==> src/hw/rtl/fbp_pkg.sv <==
// fbp_pkg: shared types and constants for the firmware blob patcher / framer.
// No dependencies; used by fbp_front, fbp_queue, fbp_back and the top level.
package fbp_pkg;

  // hold line (delay line before the framer)
  localparam int LINE_DEPTH = 15;
  localparam int LINE_CW    = 4;   // holds 0..LINE_DEPTH

  // tag 17 record layout, offsets from the record start
  localparam int PATCH_OFS = 12;   // data byte 0
  localparam int BAUD_OFS  = 14;   // data byte 2
  localparam logic [7:0]  TAG_LO     = 8'h11;
  localparam logic [7:0]  RECLEN_LO  = 8'h09;
  localparam logic [7:0]  CLEAR_MASK = 8'h7F;
  localparam logic [24:0] REC_TAIL   = 25'd7;   // record span 21 minus the 14 bytes held before the hit

  // segment header bytes
  localparam logic [7:0] HDR_B0  = 8'h01;
  localparam logic [7:0] HDR_B1  = 8'h00;
  localparam logic [7:0] HDR_B2  = 8'hFC;
  localparam logic [7:0] HDR_B4  = 8'h1E;
  localparam logic [2:0] HDR_LEN = 3'd6;

  // decoupling queue between front and back
  localparam int QUEUE_DEPTH = 4;
  localparam int QUEUE_AW    = 2;
  localparam int QUEUE_CW    = 3;

  // configuration register indexes
  typedef enum logic [1:0] {
    CFG_TOTAL_LENGTH = 2'd0,
    CFG_PATCH_ENABLE = 2'd1,
    CFG_BAUD_CODE    = 2'd2
  } cfg_idx_t;

  // one data byte handed from front to back
  typedef struct packed {
    logic [7:0] data;
    logic       file_end;
    logic       run_last;
    logic       found;
  } word_t;

endpackage

==> src/hw/rtl/fbp_front.sv <==
// fbp_front: takes blob bytes, holds them in the 15-byte line, applies the
// tag 17 edit and pushes bytes that can no longer change. Uses fbp_pkg.
module fbp_front (
  input  logic          clk,
  input  logic          rst_n,
  input  logic          in_valid,
  output logic          in_ready,
  input  logic [7:0]    in_byte,
  input  logic [23:0]   total_length,
  input  logic          patch_enable,
  input  logic [7:0]    baud_code,
  input  logic          q_full,
  output logic          push,
  output fbp_pkg::word_t push_word
);

  logic [7:0] line_r   [fbp_pkg::LINE_DEPTH];
  logic [7:0] line_nxt [fbp_pkg::LINE_DEPTH];
  logic [7:0] line_wr  [fbp_pkg::LINE_DEPTH];

  logic [fbp_pkg::LINE_CW-1:0] cnt_r, cnt_nxt, cnt_inc;
  logic [23:0] taken_r, taken_nxt;
  logic        patched_r, patched_nxt;
  logic        flushing_r, flushing_nxt;
  logic        is_last, hit, line_full, flush_end;

  assign in_ready = !flushing_r && !q_full;

  always_comb begin
    line_nxt     = line_r;
    line_wr      = line_r;
    cnt_nxt      = cnt_r;
    taken_nxt    = taken_r;
    patched_nxt  = patched_r;
    flushing_nxt = flushing_r;
    push         = 1'b0;
    push_word    = '0;

    cnt_inc   = cnt_r + 1'b1;
    line_full = (cnt_inc == fbp_pkg::LINE_CW'(fbp_pkg::LINE_DEPTH));
    is_last   = ({1'b0, taken_r} + 25'd1) >= {1'b0, total_length};
    flush_end = (cnt_r == fbp_pkg::LINE_CW'(1));

    for (int i = 0; i < fbp_pkg::LINE_DEPTH; i++) begin
      if (cnt_r == fbp_pkg::LINE_CW'(i)) line_wr[i] = in_byte;
    end

    // record must sit wholly inside the blob
    hit = line_full && patch_enable && !patched_r &&
          (({1'b0, taken_r} + fbp_pkg::REC_TAIL) <= {1'b0, total_length}) &&
          (line_r[0] == fbp_pkg::TAG_LO) && (line_r[1] == 8'h00) &&
          (line_r[2] == fbp_pkg::RECLEN_LO) && (line_r[3] == 8'h00);
    if (hit) begin
      line_wr[fbp_pkg::PATCH_OFS] = line_wr[fbp_pkg::PATCH_OFS] & fbp_pkg::CLEAR_MASK;
      line_wr[fbp_pkg::BAUD_OFS]  = baud_code;
    end

    if (flushing_r) begin
      if (!q_full) begin
        push               = 1'b1;
        push_word.data     = line_r[0];
        push_word.file_end = flush_end;
        push_word.run_last = flush_end;
        push_word.found    = patched_r;
        for (int i = 0; i < fbp_pkg::LINE_DEPTH - 1; i++) line_nxt[i] = line_r[i+1];
        cnt_nxt = cnt_r - 1'b1;
        if (flush_end) begin
          flushing_nxt = 1'b0;
          patched_nxt  = 1'b0;
        end
      end
    end else if (in_valid && in_ready) begin
      if (hit) patched_nxt = 1'b1;
      if (is_last) begin
        line_nxt     = line_wr;
        cnt_nxt      = cnt_inc;
        flushing_nxt = 1'b1;
        taken_nxt    = '0;
      end else begin
        taken_nxt = taken_r + 1'b1;
        if (line_full) begin
          push               = 1'b1;
          push_word.data     = line_wr[0];
          push_word.file_end = 1'b0;
          push_word.run_last = 1'b1;
          push_word.found    = patched_r || hit;
          for (int i = 0; i < fbp_pkg::LINE_DEPTH - 1; i++) line_nxt[i] = line_wr[i+1];
          line_nxt[fbp_pkg::LINE_DEPTH-1] = line_wr[fbp_pkg::LINE_DEPTH-1];
          cnt_nxt = cnt_r;
        end else begin
          line_nxt = line_wr;
          cnt_nxt  = cnt_inc;
        end
      end
    end
  end

  always_ff @(posedge clk) begin
    if (!rst_n) begin
      cnt_r      <= '0;
      taken_r    <= '0;
      patched_r  <= 1'b0;
      flushing_r <= 1'b0;
    end else begin
      cnt_r      <= cnt_nxt;
      taken_r    <= taken_nxt;
      patched_r  <= patched_nxt;
      flushing_r <= flushing_nxt;
    end
  end

  always_ff @(posedge clk) begin
    line_r <= line_nxt;
  end

  // outside a flush the line never holds a full 15 bytes between items
  a_cnt_bound: assert property (@(posedge clk) disable iff (!rst_n)
    !flushing_r |-> (cnt_r < fbp_pkg::LINE_CW'(fbp_pkg::LINE_DEPTH)))
    else $error("front: hold count out of range");

endmodule

==> src/hw/rtl/fbp_queue.sv <==
// fbp_queue: short FIFO of byte words between front and back.
// Uses fbp_pkg (word_t, queue sizing).
module fbp_queue (
  input  logic           clk,
  input  logic           rst_n,
  input  logic           push,
  input  fbp_pkg::word_t push_word,
  input  logic           pop,
  output fbp_pkg::word_t head,
  output logic           full,
  output logic           empty
);

  fbp_pkg::word_t mem_r [fbp_pkg::QUEUE_DEPTH];
  logic [fbp_pkg::QUEUE_AW-1:0] wr_ptr_r, rd_ptr_r;
  logic [fbp_pkg::QUEUE_CW-1:0] cnt_r, cnt_nxt;

  assign full  = (cnt_r == fbp_pkg::QUEUE_CW'(fbp_pkg::QUEUE_DEPTH));
  assign empty = (cnt_r == '0);
  assign head  = mem_r[rd_ptr_r];

  always_comb begin
    cnt_nxt = cnt_r;
    if (push && !pop) cnt_nxt = cnt_r + 1'b1;
    else if (!push && pop) cnt_nxt = cnt_r - 1'b1;
  end

  always_ff @(posedge clk) begin
    if (!rst_n) begin
      wr_ptr_r <= '0;
      rd_ptr_r <= '0;
      cnt_r    <= '0;
    end else begin
      if (push) wr_ptr_r <= wr_ptr_r + 1'b1;
      if (pop)  rd_ptr_r <= rd_ptr_r + 1'b1;
      cnt_r <= cnt_nxt;
    end
  end

  always_ff @(posedge clk) begin
    if (push) mem_r[wr_ptr_r] <= push_word;
  end

  a_no_overflow: assert property (@(posedge clk) disable iff (!rst_n)
    full |-> !push)
    else $error("queue: push while full");

  a_no_underflow: assert property (@(posedge clk) disable iff (!rst_n)
    empty |-> !pop)
    else $error("queue: pop while empty");

endmodule

==> src/hw/rtl/fbp_back.sv <==
// fbp_back: frames queued bytes into segments with a six-byte header and
// drives the output register. Uses fbp_pkg.
module fbp_back #(
  parameter int SEGMENT_BYTES = 243
) (
  input  logic           clk,
  input  logic           rst_n,
  input  logic [23:0]    total_length,
  input  logic           q_empty,
  input  fbp_pkg::word_t q_head,
  output logic           q_pop,
  output logic           out_valid,
  input  logic           out_ready,
  output logic [7:0]     out_byte,
  output logic           out_is_header,
  output logic           out_segment_end,
  output logic           out_file_end,
  output logic           out_record_found,
  output logic           out_run_last
);

  logic [7:0]  segpos_r, segpos_nxt;
  logic [23:0] emitted_r, emitted_nxt;
  logic [2:0]  hdr_cnt_r, hdr_cnt_nxt;
  logic        valid_r, valid_nxt;
  logic [7:0]  byte_r, byte_nxt;
  logic        hdr_r, hdr_nxt, seg_end_r, seg_end_nxt, file_end_r, file_end_nxt;
  logic        found_r, found_nxt, run_last_r, run_last_nxt;

  logic        load, need_hdr, seg_end;
  logic [23:0] rem;
  logic [7:0]  seg_n, hdr_byte;

  always_comb begin
    load     = !valid_r || out_ready;
    rem      = (total_length > emitted_r) ? (total_length - emitted_r) : 24'd1;
    seg_n    = (rem < 24'(SEGMENT_BYTES)) ? rem[7:0] : 8'(SEGMENT_BYTES);
    need_hdr = (segpos_r == '0) && (hdr_cnt_r != fbp_pkg::HDR_LEN);
    seg_end  = q_head.file_end || (({1'b0, segpos_r} + 9'd1) >= 9'(SEGMENT_BYTES));

    case (hdr_cnt_r)
      3'd0:    hdr_byte = fbp_pkg::HDR_B0;
      3'd1:    hdr_byte = fbp_pkg::HDR_B1;
      3'd2:    hdr_byte = fbp_pkg::HDR_B2;
      3'd3:    hdr_byte = seg_n + 8'd2;
      3'd4:    hdr_byte = fbp_pkg::HDR_B4;
      3'd5:    hdr_byte = seg_n;
      default: hdr_byte = '0;
    endcase

    valid_nxt    = valid_r;
    byte_nxt     = byte_r;
    hdr_nxt      = hdr_r;
    seg_end_nxt  = seg_end_r;
    file_end_nxt = file_end_r;
    found_nxt    = found_r;
    run_last_nxt = run_last_r;
    segpos_nxt   = segpos_r;
    emitted_nxt  = emitted_r;
    hdr_cnt_nxt  = hdr_cnt_r;
    q_pop        = 1'b0;

    if (load) begin
      valid_nxt = !q_empty;
      if (!q_empty) begin
        found_nxt = q_head.found;
        if (need_hdr) begin
          byte_nxt     = hdr_byte;
          hdr_nxt      = 1'b1;
          seg_end_nxt  = 1'b0;
          file_end_nxt = 1'b0;
          run_last_nxt = 1'b0;
          hdr_cnt_nxt  = hdr_cnt_r + 1'b1;
        end else begin
          q_pop        = 1'b1;
          byte_nxt     = q_head.data;
          hdr_nxt      = 1'b0;
          seg_end_nxt  = seg_end;
          file_end_nxt = q_head.file_end;
          run_last_nxt = q_head.run_last;
          hdr_cnt_nxt  = '0;
          segpos_nxt   = seg_end ? '0 : segpos_r + 1'b1;
          emitted_nxt  = q_head.file_end ? '0 : emitted_r + 1'b1;
        end
      end
    end
  end

  always_ff @(posedge clk) begin
    if (!rst_n) begin
      valid_r   <= 1'b0;
      segpos_r  <= '0;
      emitted_r <= '0;
      hdr_cnt_r <= '0;
    end else begin
      valid_r   <= valid_nxt;
      segpos_r  <= segpos_nxt;
      emitted_r <= emitted_nxt;
      hdr_cnt_r <= hdr_cnt_nxt;
    end
  end

  always_ff @(posedge clk) begin
    byte_r     <= byte_nxt;
    hdr_r      <= hdr_nxt;
    seg_end_r  <= seg_end_nxt;
    file_end_r <= file_end_nxt;
    found_r    <= found_nxt;
    run_last_r <= run_last_nxt;
  end

  assign out_valid        = valid_r;
  assign out_byte         = byte_r;
  assign out_is_header    = hdr_r;
  assign out_segment_end  = seg_end_r;
  assign out_file_end     = file_end_r;
  assign out_record_found = found_r;
  assign out_run_last     = run_last_r;

  a_hdr_cnt: assert property (@(posedge clk) disable iff (!rst_n)
    hdr_cnt_r <= fbp_pkg::HDR_LEN)
    else $error("back: header counter overran");

  a_file_end_closes: assert property (@(posedge clk) disable iff (!rst_n)
    (valid_r && file_end_r) |-> (run_last_r && seg_end_r && !hdr_r))
    else $error("back: file end word not closing its run");

endmodule

==> src/hw/rtl/fw_blob_patch_and_hci_framer.sv <==
// fw_blob_patch_and_hci_framer: top level of the blob patcher and HCI framer.
// Instantiates fbp_front, fbp_queue and fbp_back; uses fbp_pkg.
//
// Takes a firmware blob one byte per input word and emits a framed HCI
// command stream, one byte per output word. The front holds the last 15
// bytes in a delay line; with patching on it finds the first tag 17 /
// length 9 record lying wholly inside the blob, clears bit 7 of its data
// byte 0 and writes baud_code into data byte 2. Bytes leave the line once
// they can no longer change and pass through a 4-word queue to the back,
// which cuts them into segments of SEGMENT_BYTES (or the shorter remainder)
// behind the header 01 00 FC n+2 1E n. Rate: in steady flow one input word
// is taken per cycle, unless the queue is full or a flush is running; the
// back sends the six header bytes of each segment before its data bytes
// and pops no queue word meanwhile. The first 14 bytes of a blob produce no output.
// The final byte of a blob starts a flush: the front then takes no input
// until every held byte (up to 15) has gone into the queue, as the output side drains it.
// Configuration: cfg_ready is always high; index 0 total_length,
// 1 patch_enable, 2 baud_code; other indexes are ignored. Write only while
// the block is idle.
module fw_blob_patch_and_hci_framer #(
  parameter int SEGMENT_BYTES = 243
) (
  input  logic        clk,
  input  logic        rst_n,
  // configuration write channel
  input  logic        cfg_valid,
  output logic        cfg_ready,
  input  logic [1:0]  cfg_index,
  input  logic [23:0] cfg_data,
  // blob byte input
  input  logic        in_valid,
  output logic        in_ready,
  input  logic [7:0]  in_byte,
  // framed stream output
  output logic        out_valid,
  input  logic        out_ready,
  output logic [7:0]  out_byte,
  output logic        out_is_header,
  output logic        out_segment_end,
  output logic        out_file_end,
  output logic        out_record_found,
  output logic        out_run_last
);

  // configuration registers
  logic [23:0] total_length_r;
  logic        patch_enable_r;
  logic [7:0]  baud_code_r;

  // front/queue/back links
  logic           push, pop, q_full, q_empty;
  fbp_pkg::word_t push_word, q_head;

  assign cfg_ready = 1'b1;

  always_ff @(posedge clk) begin
    if (!rst_n) begin
      total_length_r <= 24'd1;
      patch_enable_r <= 1'b0;
      baud_code_r    <= 8'd0;
    end else if (cfg_valid && cfg_ready) begin
      case (cfg_index)
        fbp_pkg::CFG_TOTAL_LENGTH: total_length_r <= cfg_data;
        fbp_pkg::CFG_PATCH_ENABLE: patch_enable_r <= cfg_data[0];
        fbp_pkg::CFG_BAUD_CODE:    baud_code_r    <= cfg_data[7:0];
        default: ;
      endcase
    end
  end

  // front: delay line, record search and patch, flush at end of blob
  fbp_front u_front (
    .clk          (clk),
    .rst_n        (rst_n),
    .in_valid     (in_valid),
    .in_ready     (in_ready),
    .in_byte      (in_byte),
    .total_length (total_length_r),
    .patch_enable (patch_enable_r),
    .baud_code    (baud_code_r),
    .q_full       (q_full),
    .push         (push),
    .push_word    (push_word)
  );

  // queue: lets the front keep taking bytes while a header goes out
  fbp_queue u_queue (
    .clk       (clk),
    .rst_n     (rst_n),
    .push      (push),
    .push_word (push_word),
    .pop       (pop),
    .head      (q_head),
    .full      (q_full),
    .empty     (q_empty)
  );

  // back: segment headers, end marks, output register
  fbp_back #(
    .SEGMENT_BYTES (SEGMENT_BYTES)
  ) u_back (
    .clk              (clk),
    .rst_n            (rst_n),
    .total_length     (total_length_r),
    .q_empty          (q_empty),
    .q_head           (q_head),
    .q_pop            (pop),
    .out_valid        (out_valid),
    .out_ready        (out_ready),
    .out_byte         (out_byte),
    .out_is_header    (out_is_header),
    .out_segment_end  (out_segment_end),
    .out_file_end     (out_file_end),
    .out_record_found (out_record_found),
    .out_run_last     (out_run_last)
  );

endmodule
==> config.mk <==
export PLATFORM = sky130hd
export DESIGN_NAME = fw_blob_patch_and_hci_framer
export DESIGN_NICKNAME = d
export VERILOG_FILES = /design/src/hw/rtl/fbp_pkg.sv /design/src/hw/rtl/fbp_front.sv /design/src/hw/rtl/fbp_queue.sv /design/src/hw/rtl/fbp_back.sv /design/src/hw/rtl/fw_blob_patch_and_hci_framer.sv
export SDC_FILE = /design/constraint.sdc
export NUM_CORES = 1
export LEC_CHECK = 0
export ABC_AREA = 1
export BUFFER_PORTS_ARGS = -buffer_cell sky130_fd_sc_hd__clkbuf_2
export CAP_MARGIN = 20
export CORE_MARGIN = 2
export CORE_UTILIZATION = 30
export CTS_BUF_LIST = sky130_fd_sc_hd__clkbuf_4
export CTS_CLUSTER_DIAMETER = 120
export CTS_CLUSTER_SIZE = 30
export DETAILED_ROUTE_END_ITERATION = 6
export PLACE_DENSITY = 0.51
export REMOVE_ABC_BUFFERS = 1
export SYNTH_ARGS = -nofsm -noshare
export SYNTH_HDL_FRONTEND = slang
export SYNTH_HIERARCHICAL = 1
export SYNTH_SLANG_ARGS = --single-unit
==> constraint.sdc <==
create_clock -name clk -period 6.45 [get_ports clk]
set_input_delay 1.29 -clock clk [delete_from_list [all_inputs] [get_ports clk]]
set_output_delay 1.29 -clock clk [all_outputs]
set_load 0.05 [all_outputs]
==> flow_summary.toml <==
[yosys]
synth_compound_area_frac = 0.0976
async_reset_ff_frac = 0
ys_seq_area_frac = 0.381
synth_top_family_by_area = "simple AND/OR/NAND/NOR gates"
synth-simple-area-share = 0.339
synth-edff-count = 177
synthFlopType = "edfxtp_1"
synth.area.mux_share = 0
synth_fa_ha_area_frac = 0.0619
syn_avg_cell_area_um2 = 7.04
yosysUniqueCellTypes = 59
synth_xor_area_frac = 0.0277
yosys_register_bits = 285
netlist_area_mm2 = 0.0196
synth_cells = 2787
yosys_warnings = 6

[cells_and_area]
finalInstanceArea_mm2 = 0.0207
n_fill_cell = 7106
syn_to_final_growth_pct = 5.41
layout.nets = 2889
drive_gt1_frac = 0.0699
ff_latch_area_mm2 = 0.00748
finalNonFillerCells = 3619
multi_input_area_mm2 = 0.0103

[sta]
rsz0062_at_grt = "no"
relSlewSlack = 0.265
maxSlewViolCount = 0
finalSetupTns_ns = 0
clock_skew_ns = 0.103
min_period_ns = 4.73
fin_crit_sh = 0.733
worst_pin_slew_ns = 1.10
setup_viol = 0
finalHoldViolations = 0
fmax_mhz = 211

[die]
start_util = 0.304
std_cell_rows = 93
die_y_um = 260
die-area_mm2 = 0.0675
die_w_um = 260
core-area_mm2 = 0.0646
pin_count = 55

[critical_path]
r2r-start = "u_front/taken_r[2]"
required_ns = 7.22
worst_setup_path_start_kind = "flop"
worstReg2RegEnd = "u_queue/cnt_r[2]"
r2r_slack_ns = 1.72
arrival_ns = 5.50
path_class = "flop to flop"
endpoint_kind = "flop"
critPathMaxFanout = 9
critical_path.startpoint = "u_front/taken_r[2]"
rr_worst_depth = 23

[clock_tree]
cts_max_level = 1
clk_pin_slew_worst_paths_ns = 0.30
cts_setup_buffers = 0
cts_made_buffers = 14
cts_tree = "built"
clk_path_buf_depth = 3
clk-insertion-delay-late_ns = 0.81
numClockSinks = 285
cts_resized = 0
holdBufCountCts = 0
cts-root-buf = "clkbuf_4"

[drt]
wl_per_cell_um = 14.9
drt_iter0_markers = 1311
drc = 0
vias = 17000
routed_wl_mm = 53.9
viasPerCell = 4.70
firstDrtPassIters = 5
ant_nets = 0

[hold_path]
min_delay_path_depth = 1
hold_class = "flop to flop"
min_from = "u_queue/rd_ptr_r[1]"

[place]
hpwlAfterDp_mm = 38.5
portBuffers = 53
place_inst = 3593
routabilityCongestion = 0.851
post_dp_cell_area_mm2 = 0.0205

[global_routing]
antenna_found_initial = 1
grt-busiest-layer = "met2"
use_met2 = 0.258
grt_pass1_vias = 16000
met1_usage = 0.231
grtUsageMet3 = 0.0116
grt-ovfl-total = 0
grt_usage = 0.158
grt_pass1_wl_mm = 87.0
grt_max_degree = 95

[run_status]
status = "finished, final reports clean"

[power_and_ir_drop]
p_leak_nw = 9.35
vdd_drop_max_mv = 0.121
p_total_mw = 5.05
p_per_area_mw_per_mm2 = 244

[job]
maxCapViolCount = 0
## sequential cells by signal, summed over array words and instances, names as in the netlist, 2 cells and up, named ones only
register	count
u_queue/cnt_r	3
u_back/segpos_r	8
u_queue/mem_r	44
u_queue/rd_ptr_r	2
baud_code_r	8
total_length_r	24
u_back/hdr_cnt_r	3
u_front/cnt_r	4
u_queue/wr_ptr_r	2
u_back/out_byte	8
u_back/emitted_r	24
u_front/line_r	120
u_front/taken_r	24
## layout by cell type (no fill, tap or decap), types with 12 or more instances in the layout
master	n
nand2_1	943
inv_1	291
nor2_1	257
nand3_1	220
a21oi_1	191
edfxtp_1	177
dfxtp_1	107
ha_1	93
o21ai_0	73
clkbuf_2	53
xor2_1	46
nand4_1	31
o21ai_1	26
nor3_1	24
inv_2	23
clkbuf_4	20
o22ai_1	18
nand2_2	17
xnor2_1	16
a21oi_2	12
## cell usage after synthesis (11+ instances only)
cell type | count | area [um^2]
a21oi_1 | 191 | 956
a21oi_2 | 12 | 105
buf_2 | 29 | 145
buf_6 | 11 | 124
clkbuf_1 | 60 | 225
dfxtp_1 | 108 | 2160
edfxtp_1 | 177 | 5320
ha_1 | 93 | 1160
inv_1 | 292 | 1100
inv_2 | 23 | 86.3
nand2_1 | 944 | 3540
nand2_2 | 17 | 106
nand3_1 | 220 | 1100
nand4_1 | 31 | 194
nor2_1 | 257 | 965
nor2_2 | 11 | 68.8
nor2_4 | 11 | 124
nor3_1 | 24 | 120
o21ai_0 | 73 | 365
o21ai_1 | 26 | 130
o22ai_1 | 18 | 113
xnor2_1 | 16 | 140
xor2_1 | 46 | 403
## through the flow
stage	hold slack (ns)	setup slack (ns)	util
4_1_cts	0.463	1.68	0.320
3_3_place_gp	0.435	1.76	0.317
5_1_grt	0.469	1.30	0.320
6_report	0.466	1.72	0.320
2_1_floorplan	0.418	-0.470	-
3_5_place_dp	0.435	1.71	0.317
## critical path: stages (launching register included)
cell and delay (ns):
dfxtp_1 0.50, inv_2 0.07, nor3_1 0.32, nand4_1 0.26
nor2_1 0.21, nand2_1 0.13, nor2_1 0.13, xor2_1 0.22
ha_1 0.26, nand2_1 0.07, nor2_1 0.07, nand3_1 0.07
o31ai_1 0.06, nor2_1 0.36, nand4_1 0.53, nand2_1 0.40
ha_1 0.22, inv_1 0.06, fa_1 0.38, inv_1 0.07
nand2_1 0.06, nand4_1 0.08, nand2_1 0.05, nor2_1 0.09
## routing by layer
| layer | up-vias | share of wire |
|---|---|---|
| li1 | 8943 | - |
| met1 | 7735 | 0.50 |
| met2 | 307 | 0.45 |
| met3 | 31 | 0.038 |
| met4 | 0 | 0.011 |
| met5 | - | 0 |
## final cells by class
class | count | area share
multi-input cells | 2067 | 0.500
flip-flops and latches | 285 | 0.362
inverters | 323 | 0.0590
well taps | 855 | 0.0517
repair buffers | 64 | 0.0174
clock buffers | 20 | 0.00726
clock inverters | 4 | 0.00272
diodes | 1 | 0.000121
## power by group
| group | switching [mW] | internal [mW] |
|---|---|---|
| Sequential | 0.185 | 2.33 |
| Combinational | 1.22 | 0.547 |
| Clock | 0.604 | 0.160 |
## logic make-up after synthesis
kind of cell | after synthesis
xor gates and xnor gates | 62
buffers and inverters | 435
adders and majority gates | 96
DFF | 285
other | 1
AOI/OAI and AO/OA | 350
and+or+nand+nor | 1558
## worst max path at each step
stage,to,slack (ns)
after floorplan,u_front/line_r[100],-0.47
after detailed placement,u_queue/cnt_r[2],1.71
final,u_queue/cnt_r[2],1.72
after global routing,u_queue/cnt_r[2],1.30
after global placement,u_queue/cnt_r[2],1.76
after CTS,u_queue/cnt_r[2],1.68
Note: power is estimated with default switching activity, not from simulation.
